===== config.mk =====
export PLATFORM = sky130hd
export DESIGN_NAME = rcdt_out_queue
export DESIGN_NICKNAME = d
export VERILOG_FILES = /design/src/design/rcdt_pkg.sv /design/src/design/rcdt_out_queue.sv
export SDC_FILE = /design/constraint.sdc
export NUM_CORES = 1
export LEC_CHECK = 0
export BUFFER_PORTS_ARGS = -buffer_cell sky130_fd_sc_hd__buf_2
export CAP_MARGIN = 5
export CORE_MARGIN = 3
export CORE_UTILIZATION = 30
export DETAILED_ROUTE_END_ITERATION = 7
export PLACE_DENSITY = 0.49
export RECOVER_POWER = 50
export REMOVE_ABC_BUFFERS = 1
export SLEW_MARGIN = 0
export SYNTH_ARGS = -nofsm -noshare
export SYNTH_HDL_FRONTEND = slang
export SYNTH_SLANG_ARGS = --single-unit

===== constraint.sdc =====
create_clock -name clk -period 3 [get_ports clk]
set_clock_uncertainty 0.1 [all_clocks]
set_input_delay 0.6 -clock clk [delete_from_list [all_inputs] [get_ports clk]]
set_output_delay 0.6 -clock clk [all_outputs]
set_load 0.005 [all_outputs]

===== src/design/rcdt_pkg.sv =====
package rcdt_pkg;

  localparam int MAX_WIDTH  = 1024;
  localparam int MAX_HEIGHT = 1024;
  localparam int TILE_SIZE  = 16;

  localparam int COL_W   = $clog2(MAX_WIDTH);
  localparam int ROW_W   = $clog2(MAX_HEIGHT);
  localparam int TILE_W  = $clog2(TILE_SIZE);
  localparam int TCOL_W  = COL_W - TILE_W;
  localparam int TROW_W  = ROW_W - TILE_W;
  localparam int ADDR_W  = ROW_W + COL_W;
  localparam int SIZE_W  = 11;
  localparam int PIX_W   = 32;
  localparam int RGB_W   = 16;
  localparam int TILE_COLS = MAX_WIDTH / TILE_SIZE;
  localparam int FS_DEPTH  = MAX_WIDTH * MAX_HEIGHT;

  localparam int OUT_DATA_BITS = RGB_W + TCOL_W + TROW_W;
  localparam int OUT_TDATA_W   = ((OUT_DATA_BITS + 7) / 8) * 8;
  localparam int OUT_PAD_W     = OUT_TDATA_W - OUT_DATA_BITS;
  localparam int OUT_TUSER_W   = 2;

  localparam int QDEPTH = 4;
  localparam int QPTR_W = $clog2(QDEPTH);
  localparam int QCNT_W = $clog2(QDEPTH + 1);

  localparam int CFG_IDX_W = 2;
  localparam logic [CFG_IDX_W-1:0] REG_CHANGE_ONLY  = 2'd0;
  localparam logic [CFG_IDX_W-1:0] REG_FRAME_WIDTH  = 2'd1;
  localparam logic [CFG_IDX_W-1:0] REG_FRAME_HEIGHT = 2'd2;

  localparam logic [SIZE_W-1:0] WIDTH_RESET  = 11'd640;
  localparam logic [SIZE_W-1:0] HEIGHT_RESET = 11'd480;
  localparam logic [SIZE_W-1:0] WIDTH_MAX    = SIZE_W'(MAX_WIDTH);
  localparam logic [SIZE_W-1:0] HEIGHT_MAX   = SIZE_W'(MAX_HEIGHT);

  typedef struct packed {
    logic              frame_last;
    logic              tile_done;
    logic              tile_changed;
    logic [TROW_W-1:0] tile_row;
    logic [TCOL_W-1:0] tile_col;
    logic [RGB_W-1:0]  rgb565;
  } res_t;

endpackage


===== src/design/rcdt_out_queue.sv =====
module rcdt_out_queue
  import rcdt_pkg::*;
(
  input  logic              clk,
  input  logic              rst_n,
  input  logic              push,
  input  res_t              push_data,
  output logic              out_valid,
  input  logic              out_ready,
  output res_t              out_data,
  output logic [QCNT_W-1:0] count
);

  res_t              q_mem [QDEPTH];
  logic [QPTR_W-1:0] wr_ptr_r, wr_ptr_nxt;
  logic [QPTR_W-1:0] rd_ptr_r, rd_ptr_nxt;
  logic [QCNT_W-1:0] cnt_r, cnt_nxt;
  logic              pop;

  assign out_valid = (cnt_r != '0);
  assign out_data  = q_mem[rd_ptr_r];
  assign count     = cnt_r;
  assign pop       = out_valid && out_ready;

  always_comb begin
    wr_ptr_nxt = push ? wr_ptr_r + 1'b1 : wr_ptr_r;
    rd_ptr_nxt = pop ? rd_ptr_r + 1'b1 : rd_ptr_r;
    cnt_nxt    = cnt_r;
    if (push && !pop) begin
      cnt_nxt = cnt_r + 1'b1;
    end else if (pop && !push) begin
      cnt_nxt = cnt_r - 1'b1;
    end
  end

  always_ff @(posedge clk) begin
    if (!rst_n) begin
      wr_ptr_r <= '0;
      rd_ptr_r <= '0;
      cnt_r    <= '0;
    end else begin
      wr_ptr_r <= wr_ptr_nxt;
      rd_ptr_r <= rd_ptr_nxt;
      cnt_r    <= cnt_nxt;
    end
  end

  always_ff @(posedge clk) begin
    if (push) begin
      q_mem[wr_ptr_r] <= push_data;
    end
  end

endmodule


# Word level (Yosys, flattened, before mapping)
# Memories as Yosys holds them, arrays and structs flattened. A register that Yosys moved wholly into a read port is not among the register bits.
# Index checks and enable logic that the tools add are counted.
totals:
  regBits: 7
  mem_bits_rw: 124
  input_bits: 35
  output_inout_bits: 35
  wordCells: 21
  n_memories: 1
memory_table:
  columns: ["memory", "words", "word_bits", "read_ports", "rd_ports_with_merged_regs", "wr", "line_no", "source"]
  rows:
  - ["q_mem", 4, 31, 1, 1, 1, "rcdt_out_queue.sv:14", "res_t q_mem [QDEPTH];"]
op_classes:
  n_addsub: 4
  n_mux: 6
  reduce_logical: 7
ops:
  columns: ["op", "n"]
  rows:
  - ["$mux 3", 2]
  - ["$add 2x1->2 const B", 2]
  - ["$mux 2", 2]
  - ["$add 3x1->3 const B", 1]
  - ["$logic_and 1x1->1", 3]
  - ["$reduce_bool 3->1", 1]
  - ["$sub 3x1->3 const B", 1]
  - ["$logic_not 1->1", 2]
  - ["$mux 1", 2]
  - ["$reduce_bool 2->1", 1]

# Longest topological paths before layout
# Gate-level depths: netlist of run 1.
depth:
  word_depth: 5
  mapped_depth: 7
  ltp_nobuf: 7

# Least setup slack after synthesis of run 1
# No wires, ideal clock.
synth_path:
  kind: "input to register"
  startpoint: "input out_ready"
  endpoint: "register cnt_r[2] (netlist: count[2])"
  setup_time_ps: 76
  t_arrival_ps: 1891
  t_required_ps: 2824
  setup_slack_ps: 934
  cell_stages: 7
  path_buffers: 0
  path_cell_list: "o31ai_2 > ha_1 > inv_1 > fa_1 > xor2_1 > or3_1 > a21boi_0"
synth_via:
  elab_chain_cells: 4
  elab_cells_between_ends: 6
  classes_between: "mux (1); reduce/logical (5)"
synth_rtl:
  columns: ["element", "line_no", "source"]
  rows:
  - ["start: declaration", "rcdt_out_queue.sv:9", "input logic out_ready,"]
  - ["$logic_and 1x1->1 (*)", "rcdt_out_queue.sv:23", "assign pop = out_valid && out_ready;"]
  - ["$logic_not 1->1", "rcdt_out_queue.sv:29", "if (push && !pop) begin"]
  - ["$logic_and 1x1->1", "rcdt_out_queue.sv:29", null]
  - ["$mux 3 / $reduce_bool 2->1 (equally long branches)", null, null]
  - ["end signal: assignment", "rcdt_out_queue.sv:44", "cnt_r <= cnt_nxt;"]
  - ["end: declaration", "rcdt_out_queue.sv:17", "logic [QCNT_W-1:0] cnt_r, cnt_nxt;"]
# Mark *: on every way between the ends. The rest lies on a longest branch, timed or not.
# A chain may end at the register's enable or synchronous reset.

==> metrics.md, run 1 <==
| Metric | Value |
|---|---|
| Outcome | `finished, final reports clean` |
| Mapped Cells | `203` |
| Fill cells | `1525` |
| Multi-input combinational cell area | `963 um2` |
| Max-cap check violation count | `0` |
| Vias in the first global route | `2485` |
| Avg Cell Area, Syn | `24.3 um2` |
| Min-Delay Startpoint | `push_data[4]` |
| Setup crit end kind | `output port` |
| Post-synthesis instance area | `0.00493 mm2` |
| Synth area leaders | `edfxtp_1 76%, mux4_2 14%, dfxtp_1 3.7%, ha_1 1.3%, and2_1 1.1%` |
| RSZ-0062 raised after global routing | `false` |
| Initial antenna violation count | `0` |
| VDD IR max | `409 uV` |
| Ys async rst share | `0%` |
| P&R area growth vs syn | `24.7%` |
| Worst slew pin tran | `953 ps` |
| Internal reg-to-reg setup slack | `710 ps` |
| # DRC | `0` |
| Biggest area consumer among synthesized cells | `edfxtp_1` |
| Most common cell after layout, fill and taps aside | `edfxtp_1` |
| Area post-placement | `0.00558 mm2` |
| Hold-fix buffers, CTS | `0` |
| First-pass GRT wire length | `13900 um` |
| Max FO, Critical Path | `19` |
| Detail Route Antenna Nets | `0` |
| GRT Overall Usage | `10.7%` |
| Final GP Congestion | `0.656` |
| Final core utilization | `38.4%` |
| Final Slew Violations | `0` |
| Min-Delay Path Class | `in2reg` |
| TritonCTS clock tree | `done` |
| DRT Pass-1 Iters | `3` |
| Cells along the critical path | `buf_4 -> mux4_2 -> buf_2` |
| Post_cts resized | `0` |
| H-tree levels | `4` |
| Largest net degree at the start of global routing | `32` |
| Critical Path Source Type | `flip-flop` |
| Cell Rows | `46` |
| Fmax | `395 MHz` |
| Top FF cell, synth | `edfxtp_1` |
| Register area | `0.00391 mm2` |
| Highest-count cells in the layout ignoring fill and taps | `124 x edfxtp_1, 38 x buf_2, 36 x clkbuf_1` |
| Pleak | `2.03 nW` |
| Post-CTS Setup Bufs | `0` |
| Hold Path End | `q_mem[2][4]$_DFFE_PP_` |
| Setup TNS | `0 ps` |
| Starting density of the core | `30.8%` |
| DP HPWL | `5420 um` |
| Worst stage delay on the critical path | `590 ps` |
| Tcrit/Tclk final | `84.4%` |
| Routed vias/inst | `4.36` |
| Starting DRC count in detailed routing | `94` |
| Final hold vios | `0` |
| Share of layout cells above drive strength 1 | `35.4%` |
| Clock transition at path regs | `50 ps` |
| CTS Buffer Depth | `2` |
| Setup Viol. Count Final | `0` |
| Core area | `0.0160 mm2` |
| Fin area | `0.00614 mm2` |
| Crit-path slowest cell | `mux4_2` |
| Grt ovf | `0` |
| # nets final | `334` |
| CTS Root Cell | `clkbuf_16` |
| DIE WIDTH | `134 um` |
| Worst Path Buf+Inv | `2` |
| Final min period | `2530 ps` |
| Delay-heaviest family, CP | `multiplexers` |
| EDFF count, synth | `124` |
| Slew headroom | `36.5%` |
| Crit path required time | `2300 ps` |
| Clk_lat worst skew | `410 ps` |
| Routed WL | `9110 um` |
| Ports | `70` |
| Sequential share of the synthesized area | `79.2%` |
| IO buf count | `69` |
| Die ar. | `0.0180 mm2` |
| CTS sink cnt | `133` |
| CP arrival | `1830 ps` |
| Via count | `2270` |
| Routed len/inst | `17.5 um` |
| Yosys cell types | `20` |
| Reg-to-Reg End | `count[2]$_SDFFE_PN0P_` |
| Yosys warnings | `0` |
| Diode count | `0` |
| WHS Path Cells | `1` |
| Crit path kind | `reg2out` |
| Top-area cell type share of the netlist area | `75.6%` |
| R2r startpoint | `count[0]$_SDFFE_PN0P_` |
| Synth Register Bits | `133` |
| Power per cell area | `864 mW/mm2` |
| FF-to-FF path depth | `7` |
| Clock buffers created by TritonCTS | `17` |
| Die H | `134 um` |
==> synthesized netlist by cell type (all sizes together) (2+ instances only) <==
| cell type | n |
|---|---|
| and2 | 9 |
| buf | 6 |
| dfxtp | 9 |
| edfxtp | 124 |
| ha | 5 |
| inv | 3 |
| mux2i | 2 |
| mux4 | 31 |
| nor2b | 2 |
| or3 | 2 |
| xnor2 | 3 |
| xor2 | 2 |
==> per-layer routing <==
metal | vias to the layer above | routed length [um] | track usage (%) | part of all wire [%]
met5 | - | 0 | 0 | 0
met4 | 0 | 163 | 5.26 | 1.8
met3 | 14 | 574 | 4.43 | 6.3
met2 | 59 | 4570 | 17.3 | 50
met1 | 1165 | 3800 | 12.3 | 42
li1 | 1032 | - | - | -
==> state kept, by name, indices dropped and copies added, names as in the netlist, named ones only <==
register	flops
count	3
rd_ptr_r	2
q_mem	124
wr_ptr_r	2
==> cell type report <==
cell class              count  area share (%)
repair buffers             77            6.07
clock buffers              21            7.17
flip-flops and latches    133            63.6
clock inverters            10            2.93
well taps                 216            4.40
multi-input cells          61            15.7
inverters                   3           0.183
==> worst register-to-register path, cell delays in order (launching register included) <==
cell	delay, ps
dfxtp_1	360
o31ai_1	390
ha_1	250
inv_1	60
fa_1	390
xor2_1	180
or3_1	300
a21boi_0	180
==> through the flow <==
| step | total power (W) | setup WS, ps | hold slack, ps | cells |
|---|---|---|---|---|
| 2_1_floorplan | 0.00282 | 192 | 422 | 197 |
| 3_3_place_gp | 0.00323 | 783 | 435 | 490 |
| 3_5_place_dp | 0.00324 | 714 | 448 | 490 |
| 4_1_cts | 0.00542 | 399 | 282 | 521 |
| 5_1_grt | 0.00556 | 324 | 348 | 521 |
| 6_report | 0.00531 | 469 | 346 | 521 |
==> report_power, final <==
group | leakage (nW) | total (W) | switching (W) | internal (W)
clock | 0.297 | 0.00216 | 0.000699 | 0.00146
combinational | 0.518 | 0.000946 | 0.000434 | 0.000512
sequential | 1.21 | 0.00220 | 0.0000493 | 0.00215
==> worst max path at each step <==
stage / slack, ps / cells past startpoint / endpoint / startpoint
after global placement: 780 / 8 / count[2]$_SDFFE_PN0P_ / out_ready
after CTS: 400 / 3 / out_data[12] / flip-flop
final: 470 / 3 / out_data[14] / flip-flop
after floorplan: 190 / 1 / out_data[28] / flip-flop
after detailed placement: 710 / 8 / count[2]$_SDFFE_PN0P_ / out_ready
after global routing: 320 / 3 / out_data[28] / flip-flop
==> logic make-up (layout without fill, tap and decap cells) <==
| family | Yosys count | in the layout | synth area share (%) |
|---|---|---|---|
| compound gates | 4 | 4 | 0.685 |
| xor+xnor | 5 | 5 | 0.889 |
| fa+ha+maj | 6 | 6 | 1.68 |
| buf+inv | 9 | 111 | 1.22 |
| flops | 133 | 133 | 79.2 |
| mux | 33 | 33 | 14.6 |
| simple gates | 13 | 13 | 1.68 |
(Power assumes the default switching activity.)
==> run 2: changes to the inputs <==
--- a/config.mk
+++ b/config.mk
@@ -5,6 +5,7 @@
 export SDC_FILE = /design/constraint.sdc
 export NUM_CORES = 1
 export LEC_CHECK = 0
+export ABC_AREA = 1
 export BUFFER_PORTS_ARGS = -buffer_cell sky130_fd_sc_hd__buf_2
 export CAP_MARGIN = 5
 export CORE_MARGIN = 3
==> constraint.sdc (replaced) <==
create_clock -name clk -period 2.5 [get_ports clk]
set_clock_uncertainty 0.1 [all_clocks]
set_input_delay 0.5 -clock clk [delete_from_list [all_inputs] [get_ports clk]]
set_output_delay 0.5 -clock clk [all_outputs]
set_load 0.005 [all_outputs]
==> run 2 against run 1 <==
Net effect: register-to-register slack lost 200 ps; non-clock buffer count grew 1; worst setup slack lost 270 ps; worst hold slack lost 95 ps; via count grew 36%; global-route usage grew 1.5 points; count of clock-buffer cells in the layout shrank 4; sequential cell count is the same; clock power grew 18%; synthesized area grew 3.5%; cell area grew 0.92%; core utilization shrank 1.0 points; highest routed layer is now met5.
==> metrics.md, run 2 <==
| Metric | Value |
|---|---|
| Outcome | `finished, final reports clean (unchanged)` |
| Pleak | `2.15 nW (was 2.03 nW)` |
| Detail Route Antenna Nets | `0 (unchanged)` |
| Total Power | `0.00636 W (was 0.00531 W)` |
| CP arrival | `1700 ps (was 1830 ps)` |
| Top FF cell, synth | `edfxtp_1 (unchanged)` |
| DIE WIDTH | `136 um (was 134 um)` |
| Most common cell after layout, fill and taps aside | `edfxtp_1 (unchanged)` |
| P&R area growth vs syn | `21.6% (was 24.7%)` |
| Largest reg by FF count | `q_mem (unchanged)` |
| Clock buffers created by TritonCTS | `17 (unchanged)` |
| Post-synthesis instance area | `0.00510 mm2 (was 0.00493 mm2)` |
| Commonest cells post-synth | `124 x edfxtp_1, 68 x nor2_1, 34 x o21ai_1 (was 124 x edfxtp_1, 30 x mux4_2, 9 x and2_1, 9 x dfxtp_1, 5 x ha_1)` |
| Routed vias/inst | `4.57 (was 4.36)` |
| Fmax | `435 MHz` |
| DP Worst Slack | `552 ps (was 714 ps)` |
| Initial antenna violation count | `1 (was 0)` |
| Starting DRC count in detailed routing | `190 (was 94)` |
| Final hold vios | `0 (unchanged)` |
| Sw frac | `26.7% (was 22.3%)` |
| RSZ-0062 raised after global routing | `false (unchanged)` |
| Largest net degree at the start of global routing | `63 (was 32)` |
| Share of layout cells above drive strength 1 | `17.4% (was 35.4%)` |
| Max FFs per register | `124 (unchanged)` |
| Register area | `0.00391 mm2 (about the same)` |
| Setup TNS | `0 ps (unchanged)` |
| Final GP Congestion | `0.690 (was 0.656)` |
| Cells along the critical path | `inv_2 -> o21ai_1 -> o22ai_1 -> buf_2 (was buf_4 -> mux4_2 -> buf_2)` |
| Crit path kind | `reg2out (unchanged)` |
| Core area | `0.0166 mm2 (was 0.0160 mm2)` |
| Post-CTS Setup Bufs | `0 (unchanged)` |
| Final Slew Violations | `0 (unchanged)` |
| Sequential cell fraction of total power | `41.7% (was 41.5%)` |
| First-pass GRT wire length | `16600 um (was 13900 um)` |
| # DRC | `0 (unchanged)` |
| Routed WL | `10800 um (was 9110 um)` |
| Most frequent cell after synthesis | `edfxtp_1 (unchanged)` |
| Max FO, Critical Path | `31 (was 19)` |
| Logic pwr share | `18.2% (was 17.8%)` |
| Slew headroom | `43.1% (was 36.5%)` |
| Post_cts resized | `0 (unchanged)` |
| Sequential share of the synthesized area | `76.6% (was 79.2%)` |
| Top-area cell type share of the netlist area | `73.0% (was 75.6%)` |
| GRT Overall Usage | `12.2% (was 10.7%)` |
| H-tree levels | `4 (unchanged)` |
| Cell Rows | `47 (was 46)` |
| Hold-fix buffers, CTS | `0 (unchanged)` |
| Multi-input combinational cell area | `962 um2 (was 963 um2)` |
| Yosys warnings | `0 (unchanged)` |
| EDFF count, synth | `124 (unchanged)` |
| Ports | `70 (unchanged)` |
| Via count | `3079 (was 2270)` |
| Clock transition at path regs | `60 ps (was 50 ps)` |
| Switching pwr | `0.00170 W (was 0.00118 W)` |
| Die ar. | `0.0186 mm2 (was 0.0180 mm2)` |
| Final min period | `2300 ps` |
| IO buf count | `69 (unchanged)` |
| Starting density of the core | `30.7% (was 30.8%)` |
| Worst stage delay on the critical path | `450 ps (was 590 ps)` |
| Die H | `136 um (was 134 um)` |
| Final core utilization | `37.4% (was 38.4%)` |
| Ys async rst share | `0% (unchanged)` |
| DP HPWL | `6620 um (was 5420 um)` |
| Routed len/inst | `16.0 um (was 17.5 um)` |
| Vias in the first global route | `3167 (was 2485)` |
| Mapped Cells | `362 (was 203)` |
| Setup ws final | `203 ps (was 469 ps)` |
| # nets final | `481 (was 334)` |
| Clock power frac | `40.1% (was 40.7%)` |
| Worst slew pin tran | `853 ps (was 953 ps)` |
| CTS Buffer Depth | `2 (unchanged)` |
| Fill cells | `1603 (was 1525)` |
| Max-cap check violation count | `0 (unchanged)` |
| CTS Root Cell | `clkbuf_16 (unchanged)` |
| Crit-path slowest cell | `inv_2 (was mux4_2)` |
| Setup Viol. Count Final | `0 (unchanged)` |
| VDD IR max | `509 uV (was 409 uV)` |
| Setup crit end kind | `output port (unchanged)` |
| Tcrit/Tclk final | `91.9%` |
| DRT Pass-1 Iters | `4 (was 3)` |
| Min-Delay Path Class | `in2reg (unchanged)` |
| Biggest area consumer among synthesized cells | `edfxtp_1 (unchanged)` |
| Grt ovf | `0 (unchanged)` |
| Synth Register Bits | `133 (unchanged)` |
| Critical Path Source Type | `flip-flop (unchanged)` |
| Cell Int Power | `0.00466 W (was 0.00413 W)` |
| CTS sink cnt | `133 (unchanged)` |
| Synth area leaders | `edfxtp_1 73%, nor2_1 5.0%, o22ai_1 3.8%, dfxtp_1 3.5%, o21ai_1 3.3% (was edfxtp_1 76%, mux4_2 14%, dfxtp_1 3.7%, ha_1 1.3%, and2_1 1.1%)` |
| Highest-count cells in the layout ignoring fill and taps | `124 x edfxtp_1, 68 x nor2_1, 37 x buf_2 (was 124 x edfxtp_1, 38 x buf_2, 36 x clkbuf_1)` |
| TritonCTS clock tree | `done (unchanged)` |
| Power per cell area | `1030 mW/mm2 (was 864 mW/mm2)` |
| Crit path required time | `1900 ps (was 2300 ps)` |
| Avg Cell Area, Syn | `14.1 um2 (was 24.3 um2)` |
| Clk_lat worst skew | `410 ps (about the same)` |
| Yosys cell types | `18 (was 20)` |
==> run 2: cell count changes in the layout (fill, tap and decap cells not counted), moves of 15 or more <==
cell	change
nor2_1	+68
o22ai_1	+31
mux4_2	-30
o21ai_1	+34
o21ai_0	+30
nand2_1	+15
==> run 2: logic make-up (layout without fill, tap and decap cells) <==
logic type / Yosys count / in the layout / share of synthesized area, %
fa+ha+maj: 6 / 6 / 1.62
compound gates: 101 / 101 / 10.7
other cells: 0 / 1 / 0
buf+inv: 35 / 126 / 4.56
xor+xnor: 1 / 1 / 0.172
flops: 133 / 133 / 76.6
simple gates: 86 / 86 / 6.40
==> run 2: routing by layer <==
metal	vias to the layer above	part of all wire, %	global-route usage [%]
met2	72	47	19.1
li1	1492	-	-
met1	1495	45	15.1
met3	18	5.9	4.52
met4	2	1.8	5.21
met5	-	0.12	0
==> run 2: worst paths after layout <==
check                            from                        to  slack, ps  cells after the start
max                         flip-flop               out_data[1]        200                      4
min                     push_data[16]    q_mem[2][16]$_DFFE_PP_        250                      1
max reg2reg  wr_ptr_r[1]$_SDFFE_PN0P_     q_mem[1][0]$_DFFE_PP_        510                      5
min reg2reg  rd_ptr_r[1]$_SDFFE_PN0P_  rd_ptr_r[1]$_SDFFE_PN0P_        400                      2
==> run 2: power groups by stage <==
stage                     logic [W]  registers [W]  clock network [W]
after floorplan            0.000585        0.00273                  0
after global placement      0.00118        0.00269                  0
after detailed placement    0.00120        0.00270                  0
after CTS                   0.00120        0.00265            0.00260
after global routing        0.00133        0.00267            0.00269
final                       0.00115        0.00265            0.00255
==> run 2: stage by stage <==
stage	instances	instance area, um2	hold slack (ps)
2_1_floorplan	343	4930	365
3_3_place_gp	641	5620	390
3_5_place_dp	641	5620	400
4_1_cts	673	6240	182
5_1_grt	673	6200	258
6_report	674	6200	251
==> run 2: area by class of cell <==
| class | instances | share of cell area, % |
|---|---|---|
| flip-flops and latches | 133 | 63.0 |
| repair buffers | 78 | 6.01 |
| clock buffers | 17 | 6.86 |
| multi-input cells | 194 | 15.5 |
| clock inverters | 15 | 3.03 |
| diodes | 1 | 0.0404 |
| inverters | 16 | 1.09 |
| well taps | 220 | 4.44 |
==> run 2: worst max-delay path: cells and delay by family, from the launching register on <==
kind	cells	cell delay [ps]
buf+inv	2	610
flops	1	310
compound gates	2	360
